===== src/flex_pkg.sv =====
// ----------------------------------------------------------------------------
// flex_pkg: shared types and constants of the formula lexer
// Payload structs, token kinds, error codes, scan modes and the punctuation
// lookup.
// ----------------------------------------------------------------------------
package flex_pkg;

  localparam int unsigned MaxLen = 65535;

  localparam logic [7:0] CharSpace  = 8'h20;
  localparam logic [7:0] CharBslash = 8'h5C;
  localparam logic [7:0] CharDquote = 8'h22;

  localparam logic [4:0] KindEscape = 5'd18;
  localparam logic [4:0] KindNumber = 5'd19;
  localparam logic [4:0] KindWord   = 5'd20;
  localparam logic [4:0] KindQuoted = 5'd21;

  typedef enum logic [2:0] {
    ErrNone              = 3'd0,
    ErrBadChar           = 3'd1,
    ErrUnclosedQuote     = 3'd2,
    ErrTrailingBackslash = 3'd3,
    ErrTooLong           = 3'd4
  } err_e;

  typedef enum logic [2:0] {
    ModeIdle   = 3'd0,
    ModeNumber = 3'd1,
    ModeWord   = 3'd2,
    ModeQuote  = 3'd3,
    ModeEscape = 3'd4,
    ModeError  = 3'd5
  } scan_mode_e;

  typedef struct packed {
    logic [7:0] char_byte;
    logic       end_of_string;
  } in_t;

  typedef struct packed {
    logic [4:0]  token_kind;
    logic [15:0] token_start;
    logic [15:0] token_length;
    logic [7:0]  escaped_char;
    logic [2:0]  error_code;
    logic        string_done;
    logic        has_token;
    logic        last_of_run;
  } out_t;

  typedef struct packed {
    logic       hit;
    logic [4:0] kind;
  } punct_t;

  // punctuation kinds follow the order = . , ( ) + - * / ^ $ % ' < > ? : _
  function automatic punct_t punct_lookup(input logic [7:0] c);
    punct_t p;
    p.hit  = 1'b1;
    p.kind = 5'd0;
    case (c)
      8'h3D: p.kind = 5'd0;
      8'h2E: p.kind = 5'd1;
      8'h2C: p.kind = 5'd2;
      8'h28: p.kind = 5'd3;
      8'h29: p.kind = 5'd4;
      8'h2B: p.kind = 5'd5;
      8'h2D: p.kind = 5'd6;
      8'h2A: p.kind = 5'd7;
      8'h2F: p.kind = 5'd8;
      8'h5E: p.kind = 5'd9;
      8'h24: p.kind = 5'd10;
      8'h25: p.kind = 5'd11;
      8'h27: p.kind = 5'd12;
      8'h3C: p.kind = 5'd13;
      8'h3E: p.kind = 5'd14;
      8'h3F: p.kind = 5'd15;
      8'h3A: p.kind = 5'd16;
      8'h5F: p.kind = 5'd17;
      default: p.hit = 1'b0;
    endcase
    return p;
  endfunction

  function automatic out_t mk_res(input logic [4:0] kind, input logic [15:0] start,
                                  input logic [15:0] len, input logic [7:0] esc,
                                  input err_e err, input logic has);
    out_t r;
    r.token_kind   = kind;
    r.token_start  = start;
    r.token_length = len;
    r.escaped_char = esc;
    r.error_code   = err;
    r.string_done  = 1'b0;
    r.has_token    = has;
    r.last_of_run  = 1'b0;
    return r;
  endfunction

endpackage


===== src/formula_lexer.sv =====
// ----------------------------------------------------------------------------
// formula_lexer: streaming tokenizer for formula strings
// One character per transaction in; up to two token or status results out.
// ----------------------------------------------------------------------------
//  channel | direction | handshake              | payload
//  --------+-----------+------------------------+----------------------------
//  input   | in        | in_valid_i / in_ready_o   | flex_pkg::in_t  in_data_i
//  output  | out       | out_valid_o / out_ready_i | flex_pkg::out_t out_data_o
//
//  A character is decoded in the cycle it is accepted and its results land in
//  a four-entry output queue; the first result is visible the next cycle if the
//  queue was empty. One character per cycle is accepted while the queue holds
//  two or fewer results, so the output side (one per unstalled cycle) sets the
//  sustained rate. Reset returns the scanner to idle at offset zero and empties
//  the queue. Output stalls back up through the queue to in_ready_o.
// ----------------------------------------------------------------------------
module formula_lexer #(
  parameter int unsigned MAX_LEN = flex_pkg::MaxLen
) (
  input  logic            clk_i,
  input  logic            rst_ni,
  input  logic            in_valid_i,
  output logic            in_ready_o,
  input  flex_pkg::in_t   in_data_i,
  output logic            out_valid_o,
  input  logic            out_ready_i,
  output flex_pkg::out_t  out_data_o
);

  localparam int unsigned PosW   = $clog2(MAX_LEN + 1);
  localparam int unsigned QDepth = 4;

  flex_pkg::scan_mode_e mode_q, mode_d, mode_s;
  logic [PosW-1:0]      pos_q, pos_d, pos_s;
  logic [PosW-1:0]      rs_q, rs_d, rs_s;

  flex_pkg::out_t       queue_q [QDepth];
  flex_pkg::out_t       queue_d [QDepth];
  logic [2:0]           cnt_q, cnt_d;

  logic       accept, pop;
  logic [7:0] c;
  logic       eos;
  logic       is_space, is_digit, is_letter, is_bslash, is_dquote;
  flex_pkg::punct_t punct;
  logic       active, too_long, handled, run_end, quote_close, bad_char;

  logic [PosW+15:0] pos_w, rs_w, rs_s_w, len_w, len_s_w;
  logic [PosW-1:0]  len_q, len_s;

  flex_pkg::out_t c1, c2, c3, r0, r1;
  logic           c1_v, c2_v, c3_v;
  logic [1:0]     n_res, n_push;
  logic [2:0]     base;

  assign accept = in_valid_i & in_ready_o;
  assign pop    = out_valid_o & out_ready_i;
  assign c      = in_data_i.char_byte;
  assign eos    = in_data_i.end_of_string;

  // character classes
  assign is_space  = (c == flex_pkg::CharSpace);
  assign is_digit  = (c >= 8'h30) && (c <= 8'h39);
  assign is_letter = ((c >= 8'h41) && (c <= 8'h5A)) || ((c >= 8'h61) && (c <= 8'h7A));
  assign is_bslash = (c == flex_pkg::CharBslash);
  assign is_dquote = (c == flex_pkg::CharDquote);
  assign punct     = flex_pkg::punct_lookup(c);

  assign active   = (mode_q != flex_pkg::ModeError);
  assign too_long = (pos_q >= PosW'(MAX_LEN));
  assign handled  = (mode_q == flex_pkg::ModeEscape) || (mode_q == flex_pkg::ModeQuote) ||
                    ((mode_q == flex_pkg::ModeNumber) && is_digit) ||
                    ((mode_q == flex_pkg::ModeWord) && is_letter);
  assign run_end  = ((mode_q == flex_pkg::ModeNumber) && !is_digit) ||
                    ((mode_q == flex_pkg::ModeWord) && !is_letter);
  assign quote_close = (mode_q == flex_pkg::ModeQuote) && is_dquote;
  assign bad_char = !handled && !is_space && !punct.hit && !is_bslash && !is_digit &&
                    !is_letter && !is_dquote;

  // offsets are reported modulo 2^16
  assign len_q   = pos_q - rs_q;
  assign len_s   = pos_s - rs_s;
  assign pos_w   = {16'd0, pos_q};
  assign rs_w    = {16'd0, rs_q};
  assign rs_s_w  = {16'd0, rs_s};
  assign len_w   = {16'd0, len_q};
  assign len_s_w = {16'd0, len_s};

  // next state
  always_comb begin
    mode_s = mode_q;
    pos_s  = pos_q;
    rs_s   = rs_q;
    if (active) begin
      if (too_long) begin
        mode_s = flex_pkg::ModeError;
      end else begin
        case (mode_q)
          flex_pkg::ModeEscape: mode_s = flex_pkg::ModeIdle;
          flex_pkg::ModeQuote:  if (is_dquote) mode_s = flex_pkg::ModeIdle;
          flex_pkg::ModeNumber: if (!is_digit) mode_s = flex_pkg::ModeIdle;
          flex_pkg::ModeWord:   if (!is_letter) mode_s = flex_pkg::ModeIdle;
          default:              mode_s = flex_pkg::ModeIdle;
        endcase
        if (!handled) begin
          if (is_bslash) begin
            mode_s = flex_pkg::ModeEscape;
          end else if (is_digit) begin
            mode_s = flex_pkg::ModeNumber;
            rs_s   = pos_q;
          end else if (is_letter) begin
            mode_s = flex_pkg::ModeWord;
            rs_s   = pos_q;
          end else if (is_dquote) begin
            mode_s = flex_pkg::ModeQuote;
            rs_s   = pos_q + 1'b1;
          end else if (bad_char) begin
            mode_s = flex_pkg::ModeError;
          end
        end
        if (mode_s != flex_pkg::ModeError) pos_s = pos_q + 1'b1;
      end
    end
    if (eos) begin
      mode_d = flex_pkg::ModeIdle;
      pos_d  = '0;
      rs_d   = '0;
    end else begin
      mode_d = mode_s;
      pos_d  = pos_s;
      rs_d   = rs_s;
    end
  end

  // result candidates, in emission order
  always_comb begin
    c1   = flex_pkg::mk_res(5'd0, 16'd0, 16'd0, 8'd0, flex_pkg::ErrNone, 1'b0);
    c2   = c1;
    c3   = c1;
    c1_v = 1'b0;
    c2_v = 1'b0;
    c3_v = 1'b0;
    if (active) begin
      if (too_long) begin
        c1_v = 1'b1;
        c1   = flex_pkg::mk_res(5'd0, 16'd0, 16'd0, 8'd0, flex_pkg::ErrTooLong, 1'b0);
      end else begin
        if (mode_q == flex_pkg::ModeEscape) begin
          c1_v = 1'b1;
          c1   = flex_pkg::mk_res(flex_pkg::KindEscape, pos_w[15:0], 16'd1, c,
                                  flex_pkg::ErrNone, 1'b1);
        end else if (quote_close) begin
          c1_v = 1'b1;
          c1   = flex_pkg::mk_res(flex_pkg::KindQuoted, rs_w[15:0], len_w[15:0], 8'd0,
                                  flex_pkg::ErrNone, 1'b1);
        end else if (run_end) begin
          c1_v = 1'b1;
          c1   = flex_pkg::mk_res((mode_q == flex_pkg::ModeNumber) ? flex_pkg::KindNumber
                                  : flex_pkg::KindWord, rs_w[15:0], len_w[15:0], 8'd0,
                                  flex_pkg::ErrNone, 1'b1);
        end
        if (!handled && !is_space && punct.hit) begin
          c2_v = 1'b1;
          c2   = flex_pkg::mk_res(punct.kind, pos_w[15:0], 16'd1, 8'd0,
                                  flex_pkg::ErrNone, 1'b1);
        end else if (bad_char) begin
          c2_v = 1'b1;
          c2   = flex_pkg::mk_res(5'd0, 16'd0, 16'd0, 8'd0, flex_pkg::ErrBadChar, 1'b0);
        end
      end
    end
    if (eos) begin
      case (mode_s)
        flex_pkg::ModeNumber, flex_pkg::ModeWord: begin
          c3_v = 1'b1;
          c3   = flex_pkg::mk_res((mode_s == flex_pkg::ModeNumber) ? flex_pkg::KindNumber
                                  : flex_pkg::KindWord, rs_s_w[15:0], len_s_w[15:0], 8'd0,
                                  flex_pkg::ErrNone, 1'b1);
        end
        flex_pkg::ModeQuote: begin
          c3_v = 1'b1;
          c3   = flex_pkg::mk_res(5'd0, 16'd0, 16'd0, 8'd0, flex_pkg::ErrUnclosedQuote, 1'b0);
        end
        flex_pkg::ModeEscape: begin
          c3_v = 1'b1;
          c3   = flex_pkg::mk_res(5'd0, 16'd0, 16'd0, 8'd0,
                                  flex_pkg::ErrTrailingBackslash, 1'b0);
        end
        default: c3_v = 1'b0;
      endcase
    end
  end

  // pack the first two valid candidates; a bare end fills an empty final step
  always_comb begin
    r0    = c3;
    r1    = c3;
    n_res = 2'd0;
    if (c1_v) begin
      r0 = c1;
      r1 = c2_v ? c2 : c3;
      n_res = 2'd1 + {1'b0, (c2_v | c3_v)};
    end else if (c2_v) begin
      r0 = c2;
      r1 = c3;
      n_res = 2'd1 + {1'b0, c3_v};
    end else if (c3_v) begin
      r0 = c3;
      n_res = 2'd1;
    end else if (eos) begin
      r0 = flex_pkg::mk_res(5'd0, 16'd0, 16'd0, 8'd0, flex_pkg::ErrNone, 1'b0);
      n_res = 2'd1;
    end
    if (n_res == 2'd1) begin
      r0.string_done = eos;
      r0.last_of_run = 1'b1;
    end else if (n_res == 2'd2) begin
      r1.string_done = eos;
      r1.last_of_run = 1'b1;
    end
  end

  // output queue: read at the head, shifts on pop
  assign n_push = accept ? n_res : 2'd0;
  assign base   = cnt_q - {2'b00, pop};

  always_comb begin
    for (int i = 0; i < QDepth; i++) begin
      if (pop && (i < QDepth - 1)) queue_d[i] = queue_q[i + 1];
      else                         queue_d[i] = queue_q[i];
      if ((n_push != 2'd0) && (3'(i) == base))        queue_d[i] = r0;
      if ((n_push == 2'd2) && (3'(i) == base + 3'd1)) queue_d[i] = r1;
    end
    cnt_d = base + {1'b0, n_push};
  end

  assign in_ready_o  = (cnt_q <= 3'd2);
  assign out_valid_o = (cnt_q != 3'd0);
  assign out_data_o  = queue_q[0];

  always_ff @(posedge clk_i or negedge rst_ni) begin
    if (!rst_ni) begin
      mode_q <= flex_pkg::ModeIdle;
      pos_q  <= '0;
      rs_q   <= '0;
      cnt_q  <= '0;
    end else begin
      cnt_q <= cnt_d;
      if (accept) begin
        mode_q <= mode_d;
        pos_q  <= pos_d;
        rs_q   <= rs_d;
      end
    end
  end

  always_ff @(posedge clk_i) begin
    queue_q <= queue_d;
  end

`ifndef SYNTHESIS
  a_cnt_bound: assert property (@(posedge clk_i) disable iff (!rst_ni)
    cnt_q <= 3'(QDepth))
    else $error("output queue overflow");

  a_eos_resets: assert property (@(posedge clk_i) disable iff (!rst_ni)
    (accept && eos) |=> (mode_q == flex_pkg::ModeIdle) && (pos_q == '0) && (rs_q == '0))
    else $error("scanner state not cleared at end of string");

  a_error_holds_pos: assert property (@(posedge clk_i) disable iff (!rst_ni)
    (accept && !eos && (mode_q == flex_pkg::ModeError)) |=> $stable(pos_q))
    else $error("offset advanced while ignoring bytes after an error");

  a_result_meaningful: assert property (@(posedge clk_i) disable iff (!rst_ni)
    out_valid_o |-> (out_data_o.has_token || (out_data_o.error_code != flex_pkg::ErrNone) ||
                     out_data_o.string_done))
    else $error("empty result in output queue");
`endif

endmodule

===== config.mk =====
export PLATFORM = sky130hd
export DESIGN_NAME = formula_lexer
export DESIGN_NICKNAME = d
export VERILOG_FILES = /design/src/flex_pkg.sv /design/src/formula_lexer.sv
export SDC_FILE = /design/constraint.sdc
export NUM_CORES = 1
export LEC_CHECK = 0
export ABC_AREA = 1
export CORE_UTILIZATION = 42
export CTS_CLUSTER_DIAMETER = 50
export CTS_CLUSTER_SIZE = 30
export DETAILED_ROUTE_END_ITERATION = 8
export DONT_BUFFER_PORTS = 1
export GPL_TIMING_DRIVEN = 0
export PLACE_DENSITY_LB_ADDON = 0.08
export SYNTH_ARGS = -nofsm -noshare
export SYNTH_HDL_FRONTEND = slang
export SYNTH_SLANG_ARGS = --single-unit

===== constraint.sdc =====
create_clock -name clk_i -period 6.3 [get_ports clk_i]
set_clock_uncertainty 0.1 [all_clocks]
set_input_delay 1.26 -clock clk_i [delete_from_list [all_inputs] [get_ports clk_i]]
set_output_delay 1.26 -clock clk_i [all_outputs]
set_load 0.05 [all_outputs]

==> results.py <==
metrics = {
    "status": {
        "status": "complete, no violations",
    },
    "detailed_routing": {
        "route.detailed.drc": 0,
        "vias": 15473,
        "drt_iter0_drc": 1768,
        "drtAntennaViolNets": 0,
        "post_drt_wl_per_cell_um": 23.2,
        "wl_um": 62300,
        "vias_per_cell": 5.76,
        "dr.pass1.iters": 6,
    },
    "sta": {
        "max_freq_mhz": 182,
        "rsz0062_at_grt": "false",
        "worst_slack_ns": 0.799,
        "period_needed_ns": 5.50,
        "post-route-period-util_pct": 87.3,
        "finalSetupViolations": 0,
        "finalHoldViolations": 0,
        "worst_pin_slew_ns": 1.17,
        "max-slew-margin-rel_pct": 21.2,
        "slew_violations": 0,
    },
    "clocking": {
        "cts_made_buffers": 34,
        "hold_buffers": 0,
        "post-cts-setup-buffers": 0,
        "cts_resized": 0,
        "path_clk_slew_ns": 0.06,
        "cts_sinks": 242,
        "clockBufferDepth": 3,
        "clk_latency_ns": 0.55,
        "htree_levels": 2,
        "tritoncts": "built",
        "root_buffer": "clkbuf_16",
    },
    "power_and_ir_drop": {
        "p_per_area_nw_per_um2": 651,
        "leakagePower_nw": 8.02,
        "peakVddDrop_v": 0.000363,
    },
    "finish": {
        "nNetsFinal": 2196,
        "multiInputGateArea_sq_um": 7500,
        "final_cell_mix": "nand2_1 (483), inv_1 (238), edfxtp_1 (204)",
        "final_area_sq_um": 18400,
        "diodes": 0,
        "regArea_sq_um": 7080,
        "nFillCells": 3857,
        "syn_to_final_growth_pct": 11.4,
        "drive_gt1_share_pct": 12.8,
        "final_common_cell": "nand2_1",
    },
    "critical_path": {
        "cp-start-kind": "flop",
        "r2r-start": "pos_q[1]",
        "endpoint_kind": "flop",
        "rr_worst_depth": 24,
        "worstPathRequired_ns": 6.50,
        "rr_endpoint": "out_data_o[29]",
        "crit_chain": "ha_1 -> nand2_1 -> nor2_4 -> nand2_2 -> clkinv_2 -> nand2_4 -> nor2_4 -> nand3_2 -> nand2_4 -> nor2_4 -> buf_2 -> clkbuf_1 -> o21ai_0 -> ha_1 -> nand2_1 -> nor2_1 -> nor2_1 -> nor2_1 -> a2111oi_0 -> nand3_2 -> nand4_2 -> nand2_1 -> nand2_1 -> nand2_1",
        "crit_slowest_cell": "o21ai_0",
        "cp_common_cell": "nand2_1",
        "crit_arrival_ns": 5.70,
        "regToRegSetupSlack_ns": 0.80,
        "cp_max_fo": 10,
        "worst-setup-path-type": "reg -> reg",
        "cpPeakStageDelay_ns": 0.71,
    },
    "floorplan": {
        "die_area_sq_um": 40000,
        "die_x_um": 200,
        "die_h_um": 200,
        "rows": 72,
        "coreArea_sq_um": 38600,
        "start_util_pct": 42.6,
        "ios": 66,
    },
    "placed_design": {
        "place_ws_ns": 0.343,
        "routabilityCongestion": 0.977,
        "placed_area_sq_um": 17200,
        "post-dp-hpwl_um": 47100,
        "port_buffers": 0,
    },
    "job": {
        "cap_violations": 0,
    },
    "min_path": {
        "min_path_type": "in -> async",
    },
    "synthesis": {
        "synth-main-ff-cell": "edfxtp_1",
        "synth-edff-count": 204,
        "synth_cell_type_count": 59,
        "syn-num-nets": 2158,
        "synth.avg_cell_area_sq_um": 7.82,
        "ys_ff_latch": 242,
        "netlist_area_sq_um": 16500,
        "yosysSeqAreaShare_pct": 43.0,
        "netlist_instances": 2107,
        "synthArstFlopShare_pct": 15.7,
        "yosysWarnings": 0,
    },
    "grt": {
        "grt_pass1_wl_um": 92100,
        "grt-ovfl-total": 0,
        "grt_max_degree": 52,
        "antenna_found_initial": 0,
        "grtUsageTotal_pct": 31.7,
        "grt_pass1_vias": 14400,
    },
}
==> layer usage <==
layer,track usage (%),up-vias,wire length (um)
li1,-,7163,-
met1,44.3,7424,26900
met2,49.3,776,27800
met3,4.84,110,5460
met4,12.6,0,2250
met5,0,-,0
==> how the worst max path moves through the flow <==
stage	slack, ns	end	start	depth (start not counted)
after CTS	0.90	out_data_o[29]	in_data_i[3]	22
after global placement	-1.03	queue_q[113]	in_data_i[8]	23
after detailed placement	0.34	out_data_o[29]	in_data_i[3]	22
after global routing	0.38	out_data_o[29]	in_data_i[8]	25
final	0.80	out_data_o[29]	pos_q[1]	24
after floorplan	1.0	queue_q[102]	in_data_i[8]	24
==> cell families after synthesis <==
kind of cell	after synthesis	synth area share, %
AO/OA/AOI/OAI	497	17.3
XOR/XNOR	20	1.06
adder cells (fa/ha/maj)	38	3.02
buffers and inverters	417	11.7
flip-flops	242	43.0
AND/OR/NAND/NOR	893	24.0
==> per-stage QoR <==
stage	hold slack, ns	TNS (ns)	util (%)	instances	power, mW
finish	0.304	0	47.5	2688	11.9
global route	0.294	0	47.5	2688	12.7
CTS	0.290	0	47.5	2688	11.8
detailed placement	0.410	0	44.5	2627	9.77
global placement	0.410	-111.65	44.3	2625	9.72
floorplan	0.395	0	-	2107	7.75
==> where the power goes <==
group	leakage, nW	switching, mW	internal (mW)
Sequential	2.47	0.235	2.59
Combinational	4.99	5.14	1.97
Clock	0.562	0.842	1.17
Total	8.02	6.22	5.72
==> critical path, delay by kind of cell (launching register included) <==
kind,cells,cell delay (ns)
adder cells (fa/ha/maj),2,0.72
buffers and inverters,3,0.56
AND/OR/NAND/NOR,17,2.05
AO/OA/AOI/OAI,2,1.24
flip-flops,1,0.54
==> cell type report <==
cell class              instances  share of cell area [%]
plain buffers                 155                    5.09
flip-flops and latches        242                    38.6
well taps                     518                    3.53
repair buffers                  2                   0.218
inverters                     262                    5.37
clock inverters                24                    1.52
clock buffers                  37                    4.81
multi-input cells            1448                    40.9
==> flip-flops by register name, summed over array words and instances (netlist names) <==
| signal | flops |
|---|---|
| out_data_o | 51 |
| pos_q | 16 |
| rs_q | 16 |
| queue_q | 153 |
| cnt_q | 3 |
| mode_q | 3 |
==> synthesized netlist by cell type, drive strengths merged, types with 2 or more instances <==
master	count	area, sq um
o21a	3	22.5
o221ai	4	35.0
o21ai	257	1320
xor2	18	158
nand2	521	2090
or2	6	37.5
inv	260	976
edfxtp	204	6130
ha	35	438
o32ai	3	26.3
nand4	20	144
nor3	20	110
fa	3	60.1
nor2	200	833
nand3b	4	30.0
nand3	117	668
a22oi	9	67.6
clkbuf	47	179
a31oi	14	103
o2111ai	3	26.3
buf	108	756
o211ai	41	308
a21oi	69	345
clkinv	2	8.75
o22ai	85	532
and2	2	12.5
o21bai	4	33.8
dfrtp	38	951
xnor2	2	17.5
(Power assumes the default switching activity.)
